--- src/sv/h2r_pkg.sv ---
// shared constants and types for the hsl to rgb converter
package h2r_pkg;

  localparam int unsigned HUE_W   = 16;
  localparam int unsigned CH_W    = 17;
  localparam int unsigned HM_W    = 15;
  localparam int unsigned FRAC_W  = 12;
  localparam int unsigned SEC_W   = 3;

  localparam logic [CH_W-1:0]   ONE_Q16       = 17'd65536;
  localparam logic [HUE_W-1:0]  HUE_TURN      = 16'd23040;
  localparam logic [HUE_W-1:0]  HUE_TWO_TURNS = 16'd46080;
  localparam logic [FRAC_W-1:0] HUE_SECTOR    = 12'd3840;

  // rounding offsets and reciprocal of 15 for the divide by 3840 (= 256 * 15)
  localparam logic [CH_W-1:0]   ROUND_Q16     = 17'd32768;
  localparam logic [FRAC_W-1:0] HALF_SECTOR   = 12'd1920;
  localparam logic [20:0]       RECIP_15      = 21'd1118482;
  localparam int unsigned       RECIP_SHIFT   = 24;

  // sector codes, 60 degrees each
  localparam logic [SEC_W-1:0] SEC_RED_YELLOW   = 3'd0;
  localparam logic [SEC_W-1:0] SEC_YELLOW_GREEN = 3'd1;
  localparam logic [SEC_W-1:0] SEC_GREEN_CYAN   = 3'd2;
  localparam logic [SEC_W-1:0] SEC_CYAN_BLUE    = 3'd3;
  localparam logic [SEC_W-1:0] SEC_BLUE_MAGENTA = 3'd4;
  localparam logic [SEC_W-1:0] SEC_MAGENTA_RED  = 3'd5;

  // position of a hue inside the color wheel
  typedef struct packed {
    logic [SEC_W-1:0]  sector;
    logic [FRAC_W-1:0] frac;
  } hue_pos_t;

endpackage

--- src/sv/hsl_to_rgb_converter.sv ---
// hsl to rgb color converter, five-stage pipeline
//
//  channel | payload                              | handshake
//  --------+--------------------------------------+----------------------
//  in      | hue, saturation, lightness, alpha    | in_valid / in_stall
//  out     | red, green, blue, alpha_out          | out_valid / out_stall
//
// one word per cycle sustained while the output is not stalled; an accepted
// word reaches the output register through the stages clamp, chroma multiply,
// second component multiply, divide by 3840 via reciprocal multiply, final mix.
// synchronous reset empties every stage; payload registers are not reset.
// each stage advances when it is empty or the stage after it advances, so a
// stalled output only backs up as far as the first empty stage.
module hsl_to_rgb_converter import h2r_pkg::*; (
  input  logic              clk,
  input  logic              rst,
  input  logic              in_valid,
  output logic              in_stall,
  input  logic [HUE_W-1:0]  hue,
  input  logic [CH_W-1:0]   saturation,
  input  logic [CH_W-1:0]   lightness,
  input  logic [CH_W-1:0]   alpha,
  output logic              out_valid,
  input  logic              out_stall,
  output logic [CH_W-1:0]   red,
  output logic [CH_W-1:0]   green,
  output logic [CH_W-1:0]   blue,
  output logic [CH_W-1:0]   alpha_out
);

  // stage valids and advance enables
  logic v1, v2, v3, v4;
  logic en1, en2, en3, en4, en5;

  assign en5 = !out_valid || !out_stall;
  assign en4 = !v4 || en5;
  assign en3 = !v3 || en4;
  assign en2 = !v2 || en3;
  assign en1 = !v1 || en2;
  assign in_stall = !en1;

  always_ff @(posedge clk) begin
    if (rst) begin
      v1        <= 1'b0;
      v2        <= 1'b0;
      v3        <= 1'b0;
      v4        <= 1'b0;
      out_valid <= 1'b0;
    end else begin
      if (en1) v1 <= in_valid;
      if (en2) v2 <= v1;
      if (en3) v3 <= v2;
      if (en4) v4 <= v3;
      if (en5) out_valid <= v4;
    end
  end

  // stage 1: clamp, reduce hue, lightness triangle
  logic [CH_W-1:0] sat_c, lig_c, lig_dist, lig_tri;
  logic [CH_W:0]   twol;
  logic [HM_W-1:0] hm_next;

  assign sat_c    = (saturation > ONE_Q16) ? ONE_Q16 : saturation;
  assign lig_c    = (lightness > ONE_Q16) ? ONE_Q16 : lightness;
  assign twol     = {lig_c, 1'b0};
  assign lig_dist = (twol >= {1'b0, ONE_Q16}) ? CH_W'(twol - {1'b0, ONE_Q16})
                                              : CH_W'({1'b0, ONE_Q16} - twol);
  assign lig_tri  = ONE_Q16 - lig_dist;

  always_comb begin
    priority if (hue >= HUE_TWO_TURNS) begin
      hm_next = HM_W'(hue - HUE_TWO_TURNS);
    end else if (hue >= HUE_TURN) begin
      hm_next = HM_W'(hue - HUE_TURN);
    end else begin
      hm_next = HM_W'(hue);
    end
  end

  logic [HM_W-1:0] s1_hm;
  logic [CH_W-1:0] s1_sat, s1_lig, s1_tri, s1_alpha;

  always_ff @(posedge clk) begin
    if (en1) begin
      s1_hm    <= hm_next;
      s1_sat   <= sat_c;
      s1_lig   <= lig_c;
      s1_tri   <= lig_tri;
      s1_alpha <= alpha;
    end
  end

  // stage 2: chroma = round(tri * sat), hue sector split
  logic [2*CH_W-1:0] c_prod;
  logic [2*CH_W:0]   c_round;
  hue_pos_t          pos;

  assign c_prod  = s1_tri * s1_sat;
  assign c_round = {1'b0, c_prod} + (2*CH_W+1)'(ROUND_Q16);

  h2r_hue_split u_split (
    .hm  (s1_hm),
    .pos (pos)
  );

  logic [CH_W-1:0] s2_c, s2_lig, s2_alpha;
  hue_pos_t        s2_pos;

  always_ff @(posedge clk) begin
    if (en2) begin
      s2_c     <= c_round[CH_W+15:16];
      s2_lig   <= s1_lig;
      s2_pos   <= pos;
      s2_alpha <= s1_alpha;
    end
  end

  // stage 3: second component numerator and lightness offset
  localparam int unsigned P_W = CH_W + FRAC_W;
  logic [FRAC_W-1:0] fsel;
  logic [P_W-1:0]    x_num;

  assign fsel  = s2_pos.sector[0] ? (HUE_SECTOR - s2_pos.frac) : s2_pos.frac;
  assign x_num = s2_c * fsel;

  logic [P_W-1:0]   s3_num;
  logic [CH_W-1:0]  s3_c, s3_m, s3_alpha;
  logic [SEC_W-1:0] s3_sec;

  always_ff @(posedge clk) begin
    if (en3) begin
      s3_num   <= x_num;
      s3_c     <= s2_c;
      s3_m     <= s2_lig - {1'b0, s2_c[CH_W-1:1]};
      s3_sec   <= s2_pos.sector;
      s3_alpha <= s2_alpha;
    end
  end

  // stage 4: divide by 3840 as shift by 8 then multiply by reciprocal of 15
  localparam int unsigned N_W = P_W - 7;
  localparam int unsigned Q_W = N_W + 21;
  logic [P_W:0]   x_rnd;
  logic [N_W-1:0] x_n;
  logic [Q_W-1:0] x_q;

  assign x_rnd = {1'b0, s3_num} + (P_W+1)'(HALF_SECTOR);
  assign x_n   = x_rnd[P_W:8];
  assign x_q   = x_n * RECIP_15;

  logic [Q_W-1:0]   s4_q;
  logic [CH_W-1:0]  s4_c, s4_m, s4_alpha;
  logic [SEC_W-1:0] s4_sec;

  always_ff @(posedge clk) begin
    if (en4) begin
      s4_q     <= x_q;
      s4_c     <= s3_c;
      s4_m     <= s3_m;
      s4_sec   <= s3_sec;
      s4_alpha <= s3_alpha;
    end
  end

  // stage 5: place chroma and second component, add offset
  logic [CH_W-1:0] x_val, r_raw, g_raw, b_raw;

  assign x_val = s4_q[RECIP_SHIFT+CH_W-1:RECIP_SHIFT];

  always_comb begin
    r_raw = '0;
    g_raw = '0;
    b_raw = '0;
    unique case (s4_sec)
      SEC_RED_YELLOW: begin
        r_raw = s4_c;
        g_raw = x_val;
      end
      SEC_YELLOW_GREEN: begin
        r_raw = x_val;
        g_raw = s4_c;
      end
      SEC_GREEN_CYAN: begin
        g_raw = s4_c;
        b_raw = x_val;
      end
      SEC_CYAN_BLUE: begin
        g_raw = x_val;
        b_raw = s4_c;
      end
      SEC_BLUE_MAGENTA: begin
        r_raw = x_val;
        b_raw = s4_c;
      end
      default: begin
        r_raw = s4_c;
        b_raw = x_val;
      end
    endcase
  end

  always_ff @(posedge clk) begin
    if (en5) begin
      red       <= r_raw + s4_m;
      green     <= g_raw + s4_m;
      blue      <= b_raw + s4_m;
      alpha_out <= s4_alpha;
    end
  end

endmodule

--- src/sv/h2r_hue_split.sv ---
// splits a reduced hue into its 60 degree sector and the offset within it
module h2r_hue_split import h2r_pkg::*; (
  input  logic [HM_W-1:0] hm,
  output hue_pos_t        pos
);

  logic [HM_W-1:0] s1, s2, s3, s4, s5;

  // sector boundaries at multiples of 3840
  assign s1 = HM_W'(1 * HUE_SECTOR);
  assign s2 = HM_W'(2 * HUE_SECTOR);
  assign s3 = HM_W'(3 * HUE_SECTOR);
  assign s4 = HM_W'(4 * HUE_SECTOR);
  assign s5 = HM_W'(5 * HUE_SECTOR);

  // compare against all boundaries, highest first
  always_comb begin
    priority if (hm >= s5) begin
      pos.sector = SEC_MAGENTA_RED;
      pos.frac   = FRAC_W'(hm - s5);
    end else if (hm >= s4) begin
      pos.sector = SEC_BLUE_MAGENTA;
      pos.frac   = FRAC_W'(hm - s4);
    end else if (hm >= s3) begin
      pos.sector = SEC_CYAN_BLUE;
      pos.frac   = FRAC_W'(hm - s3);
    end else if (hm >= s2) begin
      pos.sector = SEC_GREEN_CYAN;
      pos.frac   = FRAC_W'(hm - s2);
    end else if (hm >= s1) begin
      pos.sector = SEC_YELLOW_GREEN;
      pos.frac   = FRAC_W'(hm - s1);
    end else begin
      pos.sector = SEC_RED_YELLOW;
      pos.frac   = FRAC_W'(hm);
    end
  end

endmodule

--- config.mk ---
export PLATFORM = sky130hd
export DESIGN_NAME = hsl_to_rgb_converter
export DESIGN_NICKNAME = d
export VERILOG_FILES = /design/src/sv/h2r_pkg.sv /design/src/sv/hsl_to_rgb_converter.sv /design/src/sv/h2r_hue_split.sv
export SDC_FILE = /design/constraint.sdc
export NUM_CORES = 2
export LEC_CHECK = 0
export ABC_AREA = 1
export BUFFER_PORTS_ARGS = -buffer_cell sky130_fd_sc_hd__buf_2
export CAP_MARGIN = 0
export CELL_PAD_IN_SITES_DETAIL_PLACEMENT = 1
export CELL_PAD_IN_SITES_GLOBAL_PLACEMENT = 2
export CORE_ASPECT_RATIO = 1.25
export CORE_MARGIN = 2
export CORE_UTILIZATION = 40
export DETAILED_ROUTE_END_ITERATION = 12
export PLACE_DENSITY = 0.81
export SETUP_SLACK_MARGIN = 0.02
export SLEW_MARGIN = 20
export SYNTH_ARGS = -nofsm -noshare
export SYNTH_HDL_FRONTEND = slang
export SYNTH_HIERARCHICAL = 1
export SYNTH_SLANG_ARGS = --single-unit
--- constraint.sdc ---
create_clock -name clk -period 21.5 [get_ports clk]
set_input_delay 0 -clock clk [delete_from_list [all_inputs] [get_ports clk]]
set_output_delay 0 -clock clk [all_outputs]
set_load 0.01 [all_outputs]
# == Word level (Yosys, flattened, before mapping) ==
# Index checks and enable logic that the tools add are counted.
# word_totals
reg_bits,399
inputBits,71
out_inout_bits,70
word_cells,97
# classes
n_addsub,17
n_mul,3
order_cmp,10
n_eq_ne,4
mux,13
reduce_logical,20
# op_table
cell,count
17-bit case mux with 2 select lines,3
15-bit two-way mux,4
12-bit subtractor (second input constant),5
17-bit adder,3
22-bit by 20-bit multiplier with 40-bit output (second input constant),1
17-bit greater-than comparator (second input constant),2
17-bit two-way mux,2
17-bit subtractor (first input constant),2
33-bit by 16-bit adder with 33-bit output (second input constant),1
17-bit by 17-bit multiplier with 33-bit output,1
29-bit by 11-bit adder with 30-bit output (second input constant),1
15-bit by 14-bit >= comparator with 1-bit output (second input constant),2
17-bit by 12-bit multiplier with 29-bit output,1
13-bit two-way mux,2
12-bit two-way mux,2
18-bit by 17-bit >= comparator with 1-bit output (second input constant),1
17-bit by 16-bit subtractor with 17-bit output,1
17-bit subtractor (second input constant),1
16-bit by 15-bit >= comparator with 1-bit output (second input constant),1
16-bit >= comparator (second input constant),1
15-bit by 12-bit >= comparator with 1-bit output (second input constant),1
15-bit by 13-bit >= comparator with 1-bit output (second input constant),1
15-bit >= comparator (second input constant),1
15-bit by 14-bit subtractor with 15-bit output (second input constant),1
other kinds (9),26

# == Longest topological paths before layout ==
# logic_depth
ltp_word,7
mapped_depth,33

# == Modules after synthesis ==
# The synthesis kept the hierarchy.
# by_module_without_submodules
mod,instances,cells_each,area_per_inst_um2,seq_area_each_um2
hsl_to_rgb_converter,1,3907,36237.3,10970.5
h2r_hue_split,1,129,789.5,0.0

# == Worst setup path after synthesis ==
# No wires, ideal clock.
# synth_timing
kind,reg-to-reg
startpoint,register out_valid
endpoint,register s1_alpha[0] (enable)
arrival_ns,8.449
t_required_ns,21.064
setup_slack_ns,12.615
stages_incl_launch_ff,10
path_buffers,0
path_cell_list,dfxtp_1 nand2_1 nor2_1 inv_1 nor2_1 inv_1 nor2_1 inv_1 nor2_1 inv_1
# synth_via
elab_chain_cells,6
# synth_lines
item,line_no,text
start: declaration,hsl_to_rgb_converter.sv:23,"output logic out_valid,"
start signal: assignment,hsl_to_rgb_converter.sv:54,if (en5) out_valid <= v4;
1-bit zero test,hsl_to_rgb_converter.sv:35,assign en5 = !out_valid || !out_stall;
1-bit logical OR,hsl_to_rgb_converter.sv:35,
net en5,hsl_to_rgb_converter.sv:33,"logic en1, en2, en3, en4, en5;"
1-bit logical OR,hsl_to_rgb_converter.sv:36,assign en4 = !v4 || en5;
net en4,hsl_to_rgb_converter.sv:33,
1-bit logical OR,hsl_to_rgb_converter.sv:37,assign en3 = !v3 || en4;
net en3,hsl_to_rgb_converter.sv:33,
1-bit logical OR,hsl_to_rgb_converter.sv:38,assign en2 = !v2 || en3;
net en2,hsl_to_rgb_converter.sv:33,
1-bit logical OR,hsl_to_rgb_converter.sv:39,assign en1 = !v1 || en2;
end signal: assignment,hsl_to_rgb_converter.sv:89,s1_alpha <= alpha;
end: declaration,hsl_to_rgb_converter.sv:81,"logic [CH_W-1:0] s1_sat, s1_lig, s1_tri, s1_alpha;"
# The timed path passes the listed nets, and every way through them passes these cells.
# A chain may end at the register's enable or synchronous reset.

# == Worst setup path in the final report ==
# layout_timing
startpoint,register s2_pos[0] (netlist name)
endpoint,"register s3_num[26], data pin"
# layout_via
elab_chain_cells,3
# layout_lines
item,line_no,text
start: declaration,hsl_to_rgb_converter.sv:107,hue_pos_t s2_pos;
start signal: assignment,hsl_to_rgb_converter.sv:113,s2_pos <= pos;
12-bit subtractor,hsl_to_rgb_converter.sv:123,assign fsel = s2_pos.sector[0] ? (HUE_SECTOR - s2_pos.frac) : s2_pos.frac;
12-bit two-way mux *,hsl_to_rgb_converter.sv:123,
17-bit by 12-bit multiplier with 29-bit output *,hsl_to_rgb_converter.sv:124,assign x_num = s2_c * fsel;
net x_num[26],hsl_to_rgb_converter.sv:121,logic [P_W-1:0] x_num;
end signal: assignment,hsl_to_rgb_converter.sv:132,s3_num <= x_num;
end: declaration,hsl_to_rgb_converter.sv:126,logic [P_W-1:0] s3_num;
# Mark *: on every way through the listed nets, which the timed path passes. The rest lies on a longest branch.

==> flow_summary.ini <==
[timing]
clock.fmax_mhz = 139
min_period_ns = 7.18
hold_viol = 0
final.setup_skew_ns = 0.0407
setup_total_negative_slack_ns = 0
worst_margin_pin_slew_ns = 1.06
slew_headroom_pct = 29.2
grt_setup_unrepaired = no
period_share_pct = 33.4
final_setup_violating_endpoints = 0
report.final.slew_viol_count = 0

[logic_synthesis]
synthFlopType = sky130_fd_sc_hd__edfxtp_1
postSynth.asyncResetShare_pct = 0
synth.yosys.warnings = 6
synth_seq_cells = 367
mappedNetlistArea_mm2 = 0.0370
seq_area_frac_synth_pct = 29.6
synth_enable_flop_cells = 362
ys_top_cells_by_area = sky130_fd_sc_hd__edfxtp_1, sky130_fd_sc_hd__fa_1, sky130_fd_sc_hd__ha_1
avgSynthCellArea_um2 = 9.17
synth.net_count = 4901
ys_types = 59
yosys.area.top_type = sky130_fd_sc_hd__edfxtp_1
synth_largest_type_area_fraction_pct = 29.4
synthesis.instances = 4036

[die]
num_rows = 124
coreArea_mm2 = 0.0915
die_area_mm2 = 0.0950
start_util_pct = 40.4
die-height_um = 344
floorplan.io_pins = 141
die_w_um = 276

[detailed_routing]
drc = 0
route.final.wire_length_mm = 107
avgRoutedWirePerCell_um = 19.7
first_pass_iters = 5
vias = 27500
postRouteAntennaNets = 0
post_drt_via_cell_ratio = 5.07
detail_route.iter0.violations = 1296

[global_route]
grt_max_degree = 73
grt_first_pass_wirelength_mm = 169
grt_remaining_overflow = 0
first_global_vias = 30600
initial_antenna_violation_count = 0
groute.usage.overall_pct = 22.8

[cts]
ctsHtreeMaxLevel = 2
post-cts-setup-buffers = 0
tritoncts = done
numCtsBuffers = 41
clk-insertion-delay-late_ns = 0.60
cts_buffer_depth = 3
cts_repair_resize_count = 0
numClockSinks = 367
cts.root.buffer_cell = sky130_fd_sc_hd__clkbuf_16
path_clk_slew_ns = 0.06

[finish]
num-nets-final = 5056
largest-register = s3_num
fill_cells = 10600
final_layout_size_suffix_gt1_share_pct = 7.17
area_growth_pct = 10.6
largest_register_ff_count = 22
n_antenna_cell = 0

[flow_run]
max_cap_violations = 0

[setup_path]
reg2reg_from = s2_pos[0]
timing.critical_path.arrival_ns = 7.49
crit_path_start_kind = flip-flop
timing.reg2reg.worst_path_depth = 24
timing.rr.end = s3_num[26]
cp_max_fo = 18
slack_of_the_worst_reg_to_reg_path_ns = 14.32
worst_ep_required_time_ns = 21.81
timing.critical_path.to_type = flip-flop
crit_type = reg2reg

[placement]
globalplace.congestion = 0.899
detailedPlacementHpwl_mm = 87.1
number_of_buffers_inserted_by_port_buffering = 140

[min_path]
hold-path-cell-count = 2
hold_path_class = in2reg
holdCritStartpoint = alpha[14]
hold_path_end = s1_alpha[14]

[status]
outcome = finished clean
-- cells by family (layout without fill, tap and decap cells) --
kind of cell,after synthesis,after routing,synth area share [%]
compound gates,454,454,7.06
xor+xnor,160,160,3.82
fa+ha+maj,794,794,35.0
buf+inv,1020,1207,10.6
flops,367,367,29.6
simple gates,1241,1241,13.9
-- critical path, stage by stage, from the launching register on --
cell and delay, ns:
sky130_fd_sc_hd__edfxtp_1 0.68, sky130_fd_sc_hd__inv_1 0.15, sky130_fd_sc_hd__ha_1 0.19, sky130_fd_sc_hd__nand3_1 0.12
sky130_fd_sc_hd__nor3_1 0.19, sky130_fd_sc_hd__inv_1 0.12, sky130_fd_sc_hd__nor4_4 0.18, sky130_fd_sc_hd__xor2_1 0.78
sky130_fd_sc_hd__inv_2 0.26, sky130_fd_sc_hd__nor2_1 0.21, sky130_fd_sc_hd__fa_1 0.41, sky130_fd_sc_hd__inv_1 0.08
sky130_fd_sc_hd__fa_1 0.44, sky130_fd_sc_hd__fa_1 0.55, sky130_fd_sc_hd__inv_1 0.05, sky130_fd_sc_hd__fa_1 0.52
sky130_fd_sc_hd__inv_1 0.05, sky130_fd_sc_hd__fa_1 0.53, sky130_fd_sc_hd__inv_1 0.04, sky130_fd_sc_hd__ha_1 0.35
sky130_fd_sc_hd__a21oi_1 0.19, sky130_fd_sc_hd__o21ai_0 0.14, sky130_fd_sc_hd__a221oi_1 0.32, sky130_fd_sc_hd__o21ai_0 0.16
sky130_fd_sc_hd__xor2_1 0.17
-- layout make-up --
cell class              instances  area [µm²]  area share (%)
clock buffers                  47        1070            2.61
well taps                    1197        1500            3.66
inverters                     910        3420            8.36
repair buffers                222        1500            3.65
flip-flops and latches        367       11000            26.8
multi-input cells            2649       22200            54.1
clock inverters                28         353           0.861
-- cell usage after synthesis, types with 25 or more instances --
| cell type | n |
|---|---|
| sky130_fd_sc_hd__a31oi_1 | 27 |
| sky130_fd_sc_hd__fa_1 | 403 |
| sky130_fd_sc_hd__inv_1 | 890 |
| sky130_fd_sc_hd__xnor2_1 | 41 |
| sky130_fd_sc_hd__nand3_1 | 89 |
| sky130_fd_sc_hd__a21oi_1 | 181 |
| sky130_fd_sc_hd__o21ai_0 | 96 |
| sky130_fd_sc_hd__nor2_1 | 243 |
| sky130_fd_sc_hd__ha_1 | 391 |
| sky130_fd_sc_hd__edfxtp_1 | 362 |
| sky130_fd_sc_hd__o22ai_1 | 52 |
| sky130_fd_sc_hd__clkbuf_1 | 91 |
| sky130_fd_sc_hd__nand2_1 | 781 |
| sky130_fd_sc_hd__nor3_1 | 37 |
| sky130_fd_sc_hd__nand4_1 | 25 |
| sky130_fd_sc_hd__xor2_1 | 118 |
-- repair_timing --
action	4_1_cts	5_1_grt
hold buffers	72	0
setup endpoints to repair	0	0
hold endpoints to repair	71	0
-- routing by layer --
layer  vias up  GRT usage [%]  wire length, µm
met3       181           2.19             2990
met5         -              0                0
met2       444           43.9            56800
met1     13800           26.2            42600
met4         0           8.12             4140
li1      13000              -                -
-- worst max path at each step --
stage               from          end  slack, ns
2_1_floorplan  out_valid  s1_alpha[0]      12.62
3_3_place_gp   s2_pos[0]   s3_num[26]      14.53
3_5_place_dp   s2_pos[0]   s3_num[26]      14.38
4_1_cts        s2_pos[0]   s3_num[26]      14.35
6_report       s2_pos[0]   s3_num[26]      14.32
5_1_grt        s2_pos[0]   s3_num[26]      13.75
-- stage by stage --
stage	util [%]	setup slack [ns]	hold WS, ns	area, µm²	cells
2_1_floorplan	-	12.62	0.0691	37000	4036
3_3_place_gp	42.4	14.53	0.177	38800	5273
3_5_place_dp	42.4	14.38	0.181	38800	5273
4_1_cts	44.7	14.35	0.0838	41000	5420
5_1_grt	44.7	13.75	0.0944	41000	5420
6_report	44.7	14.32	0.111	41000	5420
-- placed cells by master, fill, tap and decap left out, types with 27 or more instances in the layout --
master	n
sky130_fd_sc_hd__a21oi_1	181
sky130_fd_sc_hd__a31oi_1	27
sky130_fd_sc_hd__buf_2	140
sky130_fd_sc_hd__clkbuf_16	41
sky130_fd_sc_hd__dlygate4sd3_1	72
sky130_fd_sc_hd__edfxtp_1	362
sky130_fd_sc_hd__fa_1	403
sky130_fd_sc_hd__ha_1	391
sky130_fd_sc_hd__inv_1	886
sky130_fd_sc_hd__nand2_1	780
sky130_fd_sc_hd__nand3_1	89
sky130_fd_sc_hd__nor2_1	243
sky130_fd_sc_hd__nor3_1	37
sky130_fd_sc_hd__o21ai_0	96
sky130_fd_sc_hd__o22ai_1	52
sky130_fd_sc_hd__xnor2_1	41
sky130_fd_sc_hd__xor2_1	118
Power is not shown: default switching activity piles up to over one toggle a cycle in this logic, so the estimate is an artifact.
